`config.mk`:
```
export PLATFORM = sky130hd
export DESIGN_NAME = coalescing_priority_mailbox
export DESIGN_NICKNAME = d
export VERILOG_FILES = /design/src/rtl/cpm_pkg.sv /design/src/rtl/coalescing_priority_mailbox.sv
export SDC_FILE = /design/constraint.sdc
export NUM_CORES = 2
export LEC_CHECK = 0
export BUFFER_PORTS_ARGS = -buffer_cell sky130_fd_sc_hd__buf_2
export CAP_MARGIN = 20
export CORE_MARGIN = 2
export CORE_UTILIZATION = 25
export DETAILED_ROUTE_END_ITERATION = 7
export GPL_TIMING_DRIVEN = 0
export SLEW_MARGIN = 5
export SYNTH_ARGS = -nofsm -noshare
export SYNTH_HDL_FRONTEND = slang
export SYNTH_SLANG_ARGS = --single-unit
```
`constraint.sdc`:
```
create_clock -name clock -period 6.7 [get_ports clock]
set_input_delay 1.34 -clock clock [delete_from_list [all_inputs] [get_ports clock]]
set_output_delay 1.34 -clock clock [all_outputs]
set_load 0.01 [all_outputs]
```
`src/rtl/cpm_pkg.sv`:
```
package cpm_pkg;

   localparam int CAPACITY_DEF        = 16;
   localparam int RESERVED_DEF        = 4;
   localparam int NORMAL_CAPACITY_DEF = 12;

   typedef enum logic [2:0] {
      ST_NORMAL    = 3'd0,
      ST_HIGH      = 3'd1,
      ST_COALESCED = 3'd2,
      ST_OVERFLOW  = 3'd3,
      ST_DROPPED   = 3'd4,
      ST_RECEIVED  = 3'd5,
      ST_EMPTY     = 3'd6
   } status_type;

   typedef enum logic [1:0] {
      S_IDLE,
      S_SCAN,
      S_APPEND,
      S_RECV
   } state_type;

   typedef struct packed {
      logic        command;
      logic        is_command_msg;
      logic        is_critical;
      logic [7:0]  event_type;
      logic [15:0] msg_key;
      logic [31:0] payload;
   } req_type;

   typedef struct packed {
      status_type  status;
      logic        out_is_command;
      logic        out_critical;
      logic [7:0]  out_event_type;
      logic [15:0] out_key;
      logic [31:0] out_payload;
      logic [4:0]  queued;
      logic [31:0] drops;
      logic [31:0] overflows;
   } rsp_type;

   // one queue slot
   typedef struct packed {
      logic        is_command_msg;
      logic        is_critical;
      logic [7:0]  event_type;
      logic [15:0] msg_key;
      logic [31:0] payload;
   } entry_type;

endpackage

```
`src/rtl/coalescing_priority_mailbox.sv`:
```
// Coalescing priority mailbox: a ring queue of CAPACITY messages held in one
// synchronous memory. Issue an item with start while busy is low; exactly one
// result follows, shown for a single cycle with rsp_valid, and it cannot be
// held off. A receive on an empty queue is answered from idle, so busy stays
// low and the next item may start at once; any other receive makes one
// memory read of the head slot. A post of a command, of an event with key 0,
// or into an empty queue goes straight to the append step. Any other post
// reads the queued slots one per cycle from head toward tail looking for an
// event with the same type and key, as the memory has a single read port.
// A match stops the scan early and overwrites that slot. The queued result
// field carries the low 5 bits of the fill count; drops and overflows wrap
// at 32 bits.
module coalescing_priority_mailbox #(
   parameter int CAPACITY        = cpm_pkg::CAPACITY_DEF,
   parameter int RESERVED        = cpm_pkg::RESERVED_DEF,
   parameter int NORMAL_CAPACITY = cpm_pkg::NORMAL_CAPACITY_DEF
) (
   input  logic             clock,
   input  logic             reset,
   input  logic             start,
   output logic             busy,
   input  cpm_pkg::req_type req_data,
   output logic             rsp_valid,
   output cpm_pkg::rsp_type rsp_data
);

   localparam int PTR_W = (CAPACITY > 1) ? $clog2(CAPACITY) : 1;
   localparam int CNT_W = $clog2(CAPACITY + 1);
   localparam logic [PTR_W-1:0] LAST_PTR = PTR_W'(CAPACITY - 1);
   localparam logic [CNT_W-1:0] FULL_CNT = CNT_W'(CAPACITY);

   // message store, one read and one write port
   cpm_pkg::entry_type mem [CAPACITY];
   cpm_pkg::entry_type rd_data_ff;
   logic               rd_en;
   logic [PTR_W-1:0]   rd_addr;
   logic               wr_en;
   logic [PTR_W-1:0]   wr_addr;
   cpm_pkg::entry_type wr_data;

   cpm_pkg::state_type state_ff, state_in;

   // latched request
   cpm_pkg::req_type req_ff, req_in;

   // queue control
   logic [PTR_W-1:0] head_ff, head_in;
   logic [PTR_W-1:0] tail_ff, tail_in;
   logic [CNT_W-1:0] fill_ff, fill_in;
   logic [31:0]      drops_ff, drops_in;
   logic [31:0]      overflows_ff, overflows_in;

   // scan walk: next slot to read, reads issued, and whether the slot whose
   // data arrives now is the last queued one
   logic [PTR_W-1:0] scan_ptr_ff, scan_ptr_in;
   logic [PTR_W-1:0] cmp_ptr_ff, cmp_ptr_in;
   logic [CNT_W-1:0] issued_ff, issued_in;
   logic             last_ff, last_in;

   logic             rsp_valid_ff, rsp_valid_in;
   cpm_pkg::rsp_type rsp_ff, rsp_in;

   logic               accept;
   logic               wants_scan;
   logic               match;
   logic               no_room;
   logic               is_minor;
   cpm_pkg::entry_type new_entry;

   function automatic logic [PTR_W-1:0] ring_next(input logic [PTR_W-1:0] p);
      ring_next = (p == LAST_PTR) ? '0 : p + PTR_W'(1);
   endfunction

   assign busy      = (state_ff != cpm_pkg::S_IDLE);
   assign rsp_valid = rsp_valid_ff;
   assign rsp_data  = rsp_ff;
   assign accept    = start && !busy;

   assign new_entry = '{
      is_command_msg: req_ff.is_command_msg,
      is_critical:    req_ff.is_critical,
      event_type:     req_ff.event_type,
      msg_key:        req_ff.msg_key,
      payload:        req_ff.payload
   };

   // only events with a nonzero key look for a queued twin
   assign wants_scan = !req_data.is_command_msg && (req_data.msg_key != '0)
                       && (fill_ff != '0);

   assign match = !rd_data_ff.is_command_msg
                  && (rd_data_ff.event_type == req_ff.event_type)
                  && (rd_data_ff.msg_key == req_ff.msg_key);

   // free slots at or below the reserve
   assign no_room  = (32'(fill_ff) + 32'(RESERVED)) >= 32'(CAPACITY);
   assign is_minor = !req_ff.is_command_msg && !req_ff.is_critical;

   // next state
   always_comb begin
      state_in = state_ff;
      unique case (state_ff)
         cpm_pkg::S_IDLE: begin
            if (accept) begin
               if (req_data.command) begin
                  if (fill_ff != '0) begin
                     state_in = cpm_pkg::S_RECV;
                  end
               end else if (wants_scan) begin
                  state_in = cpm_pkg::S_SCAN;
               end else begin
                  state_in = cpm_pkg::S_APPEND;
               end
            end
         end
         cpm_pkg::S_SCAN: begin
            if (match) begin
               state_in = cpm_pkg::S_IDLE;
            end else if (last_ff) begin
               state_in = cpm_pkg::S_APPEND;
            end
         end
         cpm_pkg::S_APPEND: state_in = cpm_pkg::S_IDLE;
         cpm_pkg::S_RECV:   state_in = cpm_pkg::S_IDLE;
         default:           state_in = cpm_pkg::S_IDLE;
      endcase
   end

   // datapath, memory ports and result
   always_comb begin
      req_in       = req_ff;
      head_in      = head_ff;
      tail_in      = tail_ff;
      fill_in      = fill_ff;
      drops_in     = drops_ff;
      overflows_in = overflows_ff;
      scan_ptr_in  = scan_ptr_ff;
      cmp_ptr_in   = cmp_ptr_ff;
      issued_in    = issued_ff;
      last_in      = last_ff;
      rd_en        = 1'b0;
      rd_addr      = head_ff;
      wr_en        = 1'b0;
      wr_addr      = tail_ff;
      wr_data      = new_entry;
      rsp_valid_in = 1'b0;
      rsp_in       = '0;
      rsp_in.status = cpm_pkg::ST_NORMAL;

      unique case (state_ff)
         cpm_pkg::S_IDLE: begin
            if (accept) begin
               req_in = req_data;
               if (req_data.command && (fill_ff == '0)) begin
                  // empty receive answers at once
                  rsp_valid_in = 1'b1;
                  rsp_in.status = cpm_pkg::ST_EMPTY;
               end else if (req_data.command || wants_scan) begin
                  // head read serves both a receive and the first scan step
                  rd_en       = 1'b1;
                  rd_addr     = head_ff;
                  cmp_ptr_in  = head_ff;
                  scan_ptr_in = ring_next(head_ff);
                  issued_in   = CNT_W'(1);
                  last_in     = (fill_ff == CNT_W'(1));
               end
            end
         end
         cpm_pkg::S_SCAN: begin
            if (match) begin
               wr_en         = 1'b1;
               wr_addr       = cmp_ptr_ff;
               rsp_valid_in  = 1'b1;
               rsp_in.status = cpm_pkg::ST_COALESCED;
            end else if (!last_ff) begin
               rd_en       = 1'b1;
               rd_addr     = scan_ptr_ff;
               cmp_ptr_in  = scan_ptr_ff;
               scan_ptr_in = ring_next(scan_ptr_ff);
               issued_in   = issued_ff + CNT_W'(1);
               last_in     = ((issued_ff + CNT_W'(1)) == fill_ff);
            end
         end
         cpm_pkg::S_APPEND: begin
            rsp_valid_in = 1'b1;
            if (fill_ff == FULL_CNT) begin
               overflows_in  = overflows_ff + 32'd1;
               drops_in      = drops_ff + 32'd1;
               rsp_in.status = cpm_pkg::ST_OVERFLOW;
            end else if (is_minor && no_room) begin
               drops_in      = drops_ff + 32'd1;
               rsp_in.status = cpm_pkg::ST_DROPPED;
            end else begin
               wr_en   = 1'b1;
               wr_addr = tail_ff;
               tail_in = ring_next(tail_ff);
               fill_in = fill_ff + CNT_W'(1);
               rsp_in.status = (32'(fill_ff) < 32'(NORMAL_CAPACITY)) ?
                               cpm_pkg::ST_NORMAL : cpm_pkg::ST_HIGH;
            end
         end
         cpm_pkg::S_RECV: begin
            rsp_valid_in          = 1'b1;
            rsp_in.status         = cpm_pkg::ST_RECEIVED;
            rsp_in.out_is_command = rd_data_ff.is_command_msg;
            rsp_in.out_critical   = rd_data_ff.is_critical;
            rsp_in.out_event_type = rd_data_ff.event_type;
            rsp_in.out_key        = rd_data_ff.msg_key;
            rsp_in.out_payload    = rd_data_ff.payload;
            head_in = ring_next(head_ff);
            fill_in = fill_ff - CNT_W'(1);
         end
         default: begin
         end
      endcase

      rsp_in.queued    = 5'(fill_in);
      rsp_in.drops     = drops_in;
      rsp_in.overflows = overflows_in;
   end

   // control registers
   always_ff @(posedge clock) begin
      if (reset) begin
         state_ff     <= cpm_pkg::S_IDLE;
         head_ff      <= '0;
         tail_ff      <= '0;
         fill_ff      <= '0;
         drops_ff     <= '0;
         overflows_ff <= '0;
         issued_ff    <= '0;
         last_ff      <= 1'b0;
         rsp_valid_ff <= 1'b0;
      end else begin
         state_ff     <= state_in;
         head_ff      <= head_in;
         tail_ff      <= tail_in;
         fill_ff      <= fill_in;
         drops_ff     <= drops_in;
         overflows_ff <= overflows_in;
         issued_ff    <= issued_in;
         last_ff      <= last_in;
         rsp_valid_ff <= rsp_valid_in;
      end
   end

   // payload registers
   always_ff @(posedge clock) begin
      req_ff      <= req_in;
      scan_ptr_ff <= scan_ptr_in;
      cmp_ptr_ff  <= cmp_ptr_in;
      rsp_ff      <= rsp_in;
   end

   // slot memory
   always_ff @(posedge clock) begin
      if (wr_en) begin
         mem[wr_addr] <= wr_data;
      end
      if (rd_en) begin
         rd_data_ff <= mem[rd_addr];
      end
   end

endmodule
```
# ---- Word-level counts from Yosys, hierarchy flattened
# Memories as Yosys holds them, arrays and structs flattened. A register that Yosys moved wholly into a read port is not among the register bits.
# Index checks and enable logic that the tools add are counted.
dict set report classes {
  n_addsub 9
  muxes 69
  eq_ne 18
  n_reduce_logical 26
  bitwise_logic 2
  magnitude_cmp 2
}
# op n
set op_table {}
lappend op_table {{two-way mux 32 bit} 5}
lappend op_table {{two-way mux 4 bit} 18}
lappend op_table {{adder 32 x 1 -> 32 bit (second input constant)} 2}
lappend op_table {{two-way mux 5 bit} 7}
lappend op_table {{case mux 5 bit (2 select lines)} 2}
lappend op_table {{two-way mux 1 bit} 18}
lappend op_table {{== test 16 bit} 1}
lappend op_table {{case mux 4 bit (2 select lines)} 2}
lappend op_table {{nonzero test 16 bit} 1}
lappend op_table {{two-way mux 2 bit} 7}
lappend op_table {{adder 4 x 1 -> 4 bit (second input constant)} 3}
lappend op_table {{== test 4 bit (second input constant)} 3}
lappend op_table {{two-way mux 3 bit} 4}
lappend op_table {{case mux 3 bit (4 select lines)} 1}
lappend op_table {{adder 5 x 1 -> 5 bit (second input constant)} 2}
lappend op_table {{!= test 2 bit (second input constant)} 5}
lappend op_table {{== test 8 bit} 1}
lappend op_table {{logical AND 1 bit} 8}
lappend op_table {{adder 5 x 3 -> 6 bit (second input constant)} 1}
lappend op_table {{>= comparator 6 x 5 -> 1 bit (second input constant)} 1}
lappend op_table {{!= test 3 bit (second input constant)} 2}
lappend op_table {{case mux 1 bit (2 select lines)} 3}
lappend op_table {{case mux 2 bit (3 select lines)} 1}
lappend op_table {{AND reduction 3 bit} 2}
lappend op_table {{other kinds (19)} 26}
dict set report totals {
  inputBits 62
  n_memories 1
  register_bits 282
  ram_bits 928
}
# memory depth width read_ports rd_ports_with_merged_regs wr line
set mem_list {}
lappend mem_list {mem 16 58 1 1 1 coalescing_priority_mailbox.sv:33} ;# cpm_pkg::entry_type mem [CAPACITY];

# ---- Longest topological paths before layout
dict set report logic_depth {
  word_depth 8
  mapped_depth 12
}

# ---- Least setup slack after synthesis
# Ideal clock, no wire load.
dict set report synth_timing {
  kind {reg-to-reg}
  start {register req_ff (netlist bit new_entry[50])}
  end {memory mem[0][0] (netlist name), enable pin}
  arrival_time_ps 6613
  setup_ps 558
  path_stages_with_launch 10
  t_required_ps 6142
  synth_period_minus_slack_ps 7170
  setup_slack_ps -470
  path_cell_list {edfxtp_1 xor2_1 nor4_1 nand4_1 or4_1 clkbuf_1 clkbuf_1 nor3_1 a21oi_1 nor3b_1}
}
dict set report synth_between {
  elab_chain_cells 7
}
# element line
set synth_rtl {}
lappend synth_rtl {{from (decl)} coalescing_priority_mailbox.sv:44} ;# cpm_pkg::req_type req_ff, req_in;
lappend synth_rtl {{from (signal assigned)} coalescing_priority_mailbox.sv:249} ;# req_ff <= req_in;
lappend synth_rtl {{== test 8 bit *} coalescing_priority_mailbox.sv:92} ;# && (rd_data_ff.event_type == req_ff.event_type)
lappend synth_rtl {{logical AND 1 bit *} coalescing_priority_mailbox.sv:92}
lappend synth_rtl {{logical AND 1 bit *} coalescing_priority_mailbox.sv:93} ;# && (rd_data_ff.msg_key == req_ff.msg_key);
lappend synth_rtl {{two-way mux 1 bit} coalescing_priority_mailbox.sv:170} ;# if (match) begin
lappend synth_rtl {{case mux 1 bit (2 select lines)} coalescing_priority_mailbox.sv:150} ;# unique case (state_ff)
lappend synth_rtl {{two-way mux 1 bit} coalescing_priority_mailbox.sv:257} ;# if (wr_en) begin
lappend synth_rtl {{two-way mux 1 bit (implied by the code)} coalescing_priority_mailbox.sv:258} ;# mem[wr_addr] <= wr_data;
lappend synth_rtl {{to (decl)} coalescing_priority_mailbox.sv:33}
# Every way passes the cells marked *; elsewhere a longest branch is shown, timed or not.

# ---- Final worst setup path
dict set report layout_timing {
  start {register req_ff (netlist bit new_entry[40])}
  end {register, netlist name rd_data_ff[48]}
}
dict set report layout_between {
  elab_chain_cells 4
}
# element line
set layout_rtl {}
lappend layout_rtl {{== test 16 bit *} coalescing_priority_mailbox.sv:93}
lappend layout_rtl {{logical AND 1 bit *} coalescing_priority_mailbox.sv:93}
lappend layout_rtl {{two-way mux 1 bit or two-way mux 4 bit (tied branches)} coalescing_priority_mailbox.sv:170}
lappend layout_rtl {{case mux 1 bit (2 select lines) or two-way mux 4 bit (tied branches)} n/a}
# Marked as above.
# A chain may end at the register's enable or synchronous reset.

==> out/metrics.yaml <==
final_layout:
  final_area_um2: 56000
  syn_to_final_growth_pct: 19.2
  drive_gt1_share_pct: 15.8
  nets: 3167
  final_util_pct: 29.9
  fill_cells: 18300
grt:
  grt_max_degree: 42
  antenna_found_initial: 13
  grt_pass1_vias: 24600
  grt_pass1_wl_mm: 172
  overflow: 0
  grtUsageTotal_pct: 12.4
logic_synthesis:
  synthCells: 2745
  synth.yosys.seq_area_share_pct: 76.5
  synth-seq-cells: 1268
  synth_flop_cell: "edfxtp_1"
  synth_area_um2: 46900
  synth_cell_types: 50
  yosys-top-cells-area: "edfxtp_1 (67%), mux2i_1 (10%), dfxtp_1 (9.2%), o22ai_1 (3.1%), xor2_1 (0.99%)"
  synth-edff-count: 1052
  postSynth.asyncResetShare_pct: 0
  yosysWarnings: 0
  avgSynthCellArea_um2: 17.1
  synth_top_area_share_pct: 67.3
  syn_nets: 2821
  yosysTopAreaCell: "edfxtp_1"
timing:
  rsz0062_at_grt: "no"
  worst_slew_pin_slew_ps: 1120
  hold_viol: 0
  timing.setup.tns_ps: 0
  max_slew_margin_pct: 25.6
  max_freq_mhz: 154
  skew_ps: 79.0
  setup_viol: 0
  post-route-period-util_pct: 96.7
  fin_crit_ps: 6480
  maxSlewViolCount: 0
power_and_ir_drop:
  power_density_nw_per_um2: 325
  clkPwrFrac_pct: 38.3
  p_seq_share_pct: 52.3
  power_leakage_uw: 0.0216
  switchingPower_uw: 4420
  power_frac_comb_pct: 9.4
  p_total_uw: 18200
  max-vdd-ir-drop_mv: 0.201
  p_int_uw: 13800
  swShare_pct: 24.3
place:
  hpwl_mm: 77.1
  globalplace.congestion: 0.772
  portBuffers: 192
  placed_area_um2: 51900
min_path:
  min_to: "rsp_data[125]$_SDFF_PN0_"
  hold_path.class: "reg -> reg"
  hold_path_depth: 1
  worstHoldStart: "rd_data_ff[56]$_DFFE_PP_"
clocking:
  clock_sinks: 1268
  cts_setup_buffers: 0
  insertion_delay_ps: 770
  clk_path_buf_depth: 3
  cts_hold_buffers: 0
  cts_tree: "yes"
  cts_buffers: 119
  htree_levels: 3
  post_cts_resized: 0
  clkTransAtPathRegs_ps: 60
  cts-root-buf: "clkbuf_16"
die:
  die_area_um2: 191000
  fp.dieH_um: 437
  io_pins: 194
  core.rowCount: 159
  start_util_pct: 25.1
  core_area_um2: 187000
  die_w_um: 437
setup_path:
  required_ps: 7150
  setup.worst_path.end_class: "flop"
  crit_fanout: 17
  cp.arrival_ps: 6930
  cp-start-kind: "flop"
  r2r_start: "new_entry[40]$_DFFE_PP_"
  worst-r2r-setup-slack_ps: 220
  r2r-end: "rd_data_ff[48]$_DFFE_PP_"
  rr_worst_depth: 11
  worstSetupPathType: "reg -> reg"
detailed_routing:
  routed-via-count: 24900
  via_per_inst: 4.37
  ant_nets: 0
  finalWirelength_mm: 122
  first_pass_iters: 5
  drc_errors: 0
  drt_iter0_markers: 2083
  avgRoutedWirePerCell_um: 21.4
outcome:
  status: "complete, no violations"
run:
  cap_violations: 0
==> worst max path at each step <==
stage | startpoint | slack (ps) | end | cells past startpoint
2_1_floorplan | new_entry[50]$_DFFE_PP_ | 1340 | mem[4][0]$_DFFE_PP_ | 9
3_3_place_gp | new_entry[42]$_DFFE_PP_ | -3790 | mem[4][27]$_DFFE_PP_ | 9
3_5_place_dp | new_entry[40]$_DFFE_PP_ | 220 | rd_data_ff[48]$_DFFE_PP_ | 11
4_1_cts | new_entry[34]$_DFFE_PP_ | 180 | rd_data_ff[48]$_DFFE_PP_ | 11
5_1_grt | new_entry[34]$_DFFE_PP_ | 100 | rd_data_ff[48]$_DFFE_PP_ | 11
6_report | new_entry[40]$_DFFE_PP_ | 220 | rd_data_ff[48]$_DFFE_PP_ | 11
==> flip-flops by register name, indices dropped and copies added, names as in the netlist <==
signal        cells
cmp_ptr_ff        4
drops_ff         32
fill_ff           5
head_ff           4
issued_ff         5
last_ff           1
mem             928
new_entry        58
overflows_ff     32
rd_data_ff       58
rsp_data        130
rsp_valid         1
scan_ptr_ff       4
state_ff          2
tail_ff           4
==> power by group through the flow <==
| stage | clock network, uW | registers [uW] | logic [uW] |
|---|---|---|---|
| floorplan | 0 | 9560 | 992 |
| global placement | 0 | 9710 | 1620 |
| detailed placement | 0 | 9680 | 1730 |
| CTS | 7090 | 9510 | 1740 |
| global route | 7370 | 9560 | 1830 |
| finish | 6960 | 9510 | 1710 |
==> per-layer routing <==
| metal | up-vias | share of wire [%] | GRT usage, % |
|---|---|---|---|
| met5 | - | 0.025 | 0 |
| met4 | 6 | 3.3 | 4.92 |
| li1 | 11300 | - | - |
| met3 | 203 | 5.0 | 1.96 |
| met1 | 12600 | 40 | 14.7 |
| met2 | 733 | 52 | 22.1 |
==> cells in the mapped netlist, types with 4 or more instances <==
cell type,n
a21oi_1,20
a31oi_1,4
and2_1,65
and3_1,21
and4_1,6
buf_1,8
buf_2,29
buf_4,12
buf_6,20
clkbuf_1,63
dfxtp_1,216
edfxtp_1,1052
ha_1,14
inv_1,16
mux2_2,9
mux2i_1,470
nand2_1,67
nand2b_1,14
nand3_1,36
nand3b_1,4
nand4_1,8
nor2_1,48
nor2b_1,73
nor3_1,11
nor4_1,11
o21ai_0,23
o22ai_1,232
or4_1,60
xnor2_1,45
xor2_1,53
==> metrics by stage <==
stage	cells	hold slack, ps	setup slack [ps]
floorplan	2745	420	1340
global placement	5432	436	-3790
detailed placement	5465	436	222
CTS	5690	452	177
global route	5693	460	99.2
finish	5693	449	222
==> worst max-delay path, stage by stage (launching register included) <==
cell,delay [ps]
edfxtp_1,710
xor2_1,220
nor4_1,740
nand4_1,530
o311ai_4,800
mux2i_1,500
buf_2,310
nand2b_1,240
clkbuf_1,650
buf_1,700
o22ai_1,170
or4_1,560
==> cell usage in the layout, fill, tap and decap left out, types with 9 or more instances in the layout <==
master,count
xnor2_1,45
o21ai_0,23
ha_1,14
buf_4,12
clkbuf_16,121
inv_1,16
nand3_1,36
and2_1,64
xor2_1,53
buf_12,12
nor4_1,11
or4_1,60
nor2_1,44
a21oi_1,20
dfxtp_1,216
nand2_1,67
mux2_2,9
nor3_1,11
bufinv_16,15
buf_16,17
buf_2,222
clkbuf_1,88
o22ai_1,232
clkinv_2,31
and3_4,9
clkinv_1,13
and3_1,12
nand2b_1,13
nor2b_1,73
buf_6,21
mux2i_1,470
edfxtp_1,1052
==> cell families after synthesis <==
family | Yosys count | share of synthesized area (%)
flip-flops | 1268 | 76.5
multiplexers | 479 | 10.2
AND/OR/NAND/NOR | 437 | 5.34
AO/OA/AOI/OAI | 301 | 4.02
buffers and inverters | 148 | 1.68
XOR/XNOR | 98 | 1.83
adder cells (fa/ha/maj) | 14 | 0.373
==> cell type report <==
class | instances | area (um2) | area share (%)
Antenna cell | 3 | 7.51 | 0.0134
Inverter | 16 | 60.1 | 0.107
Sequential cell | 1268 | 35900 | 64.2
Timing Repair Buffer | 225 | 1720 | 3.07
Buffer | 132 | 727 | 1.30
Multi-Input combinational cell | 1329 | 10300 | 18.5
Tap cell | 2495 | 3120 | 5.58
Clock inverter | 72 | 855 | 1.53
Clock buffer | 153 | 3220 | 5.75
(Power assumes the default switching activity.)
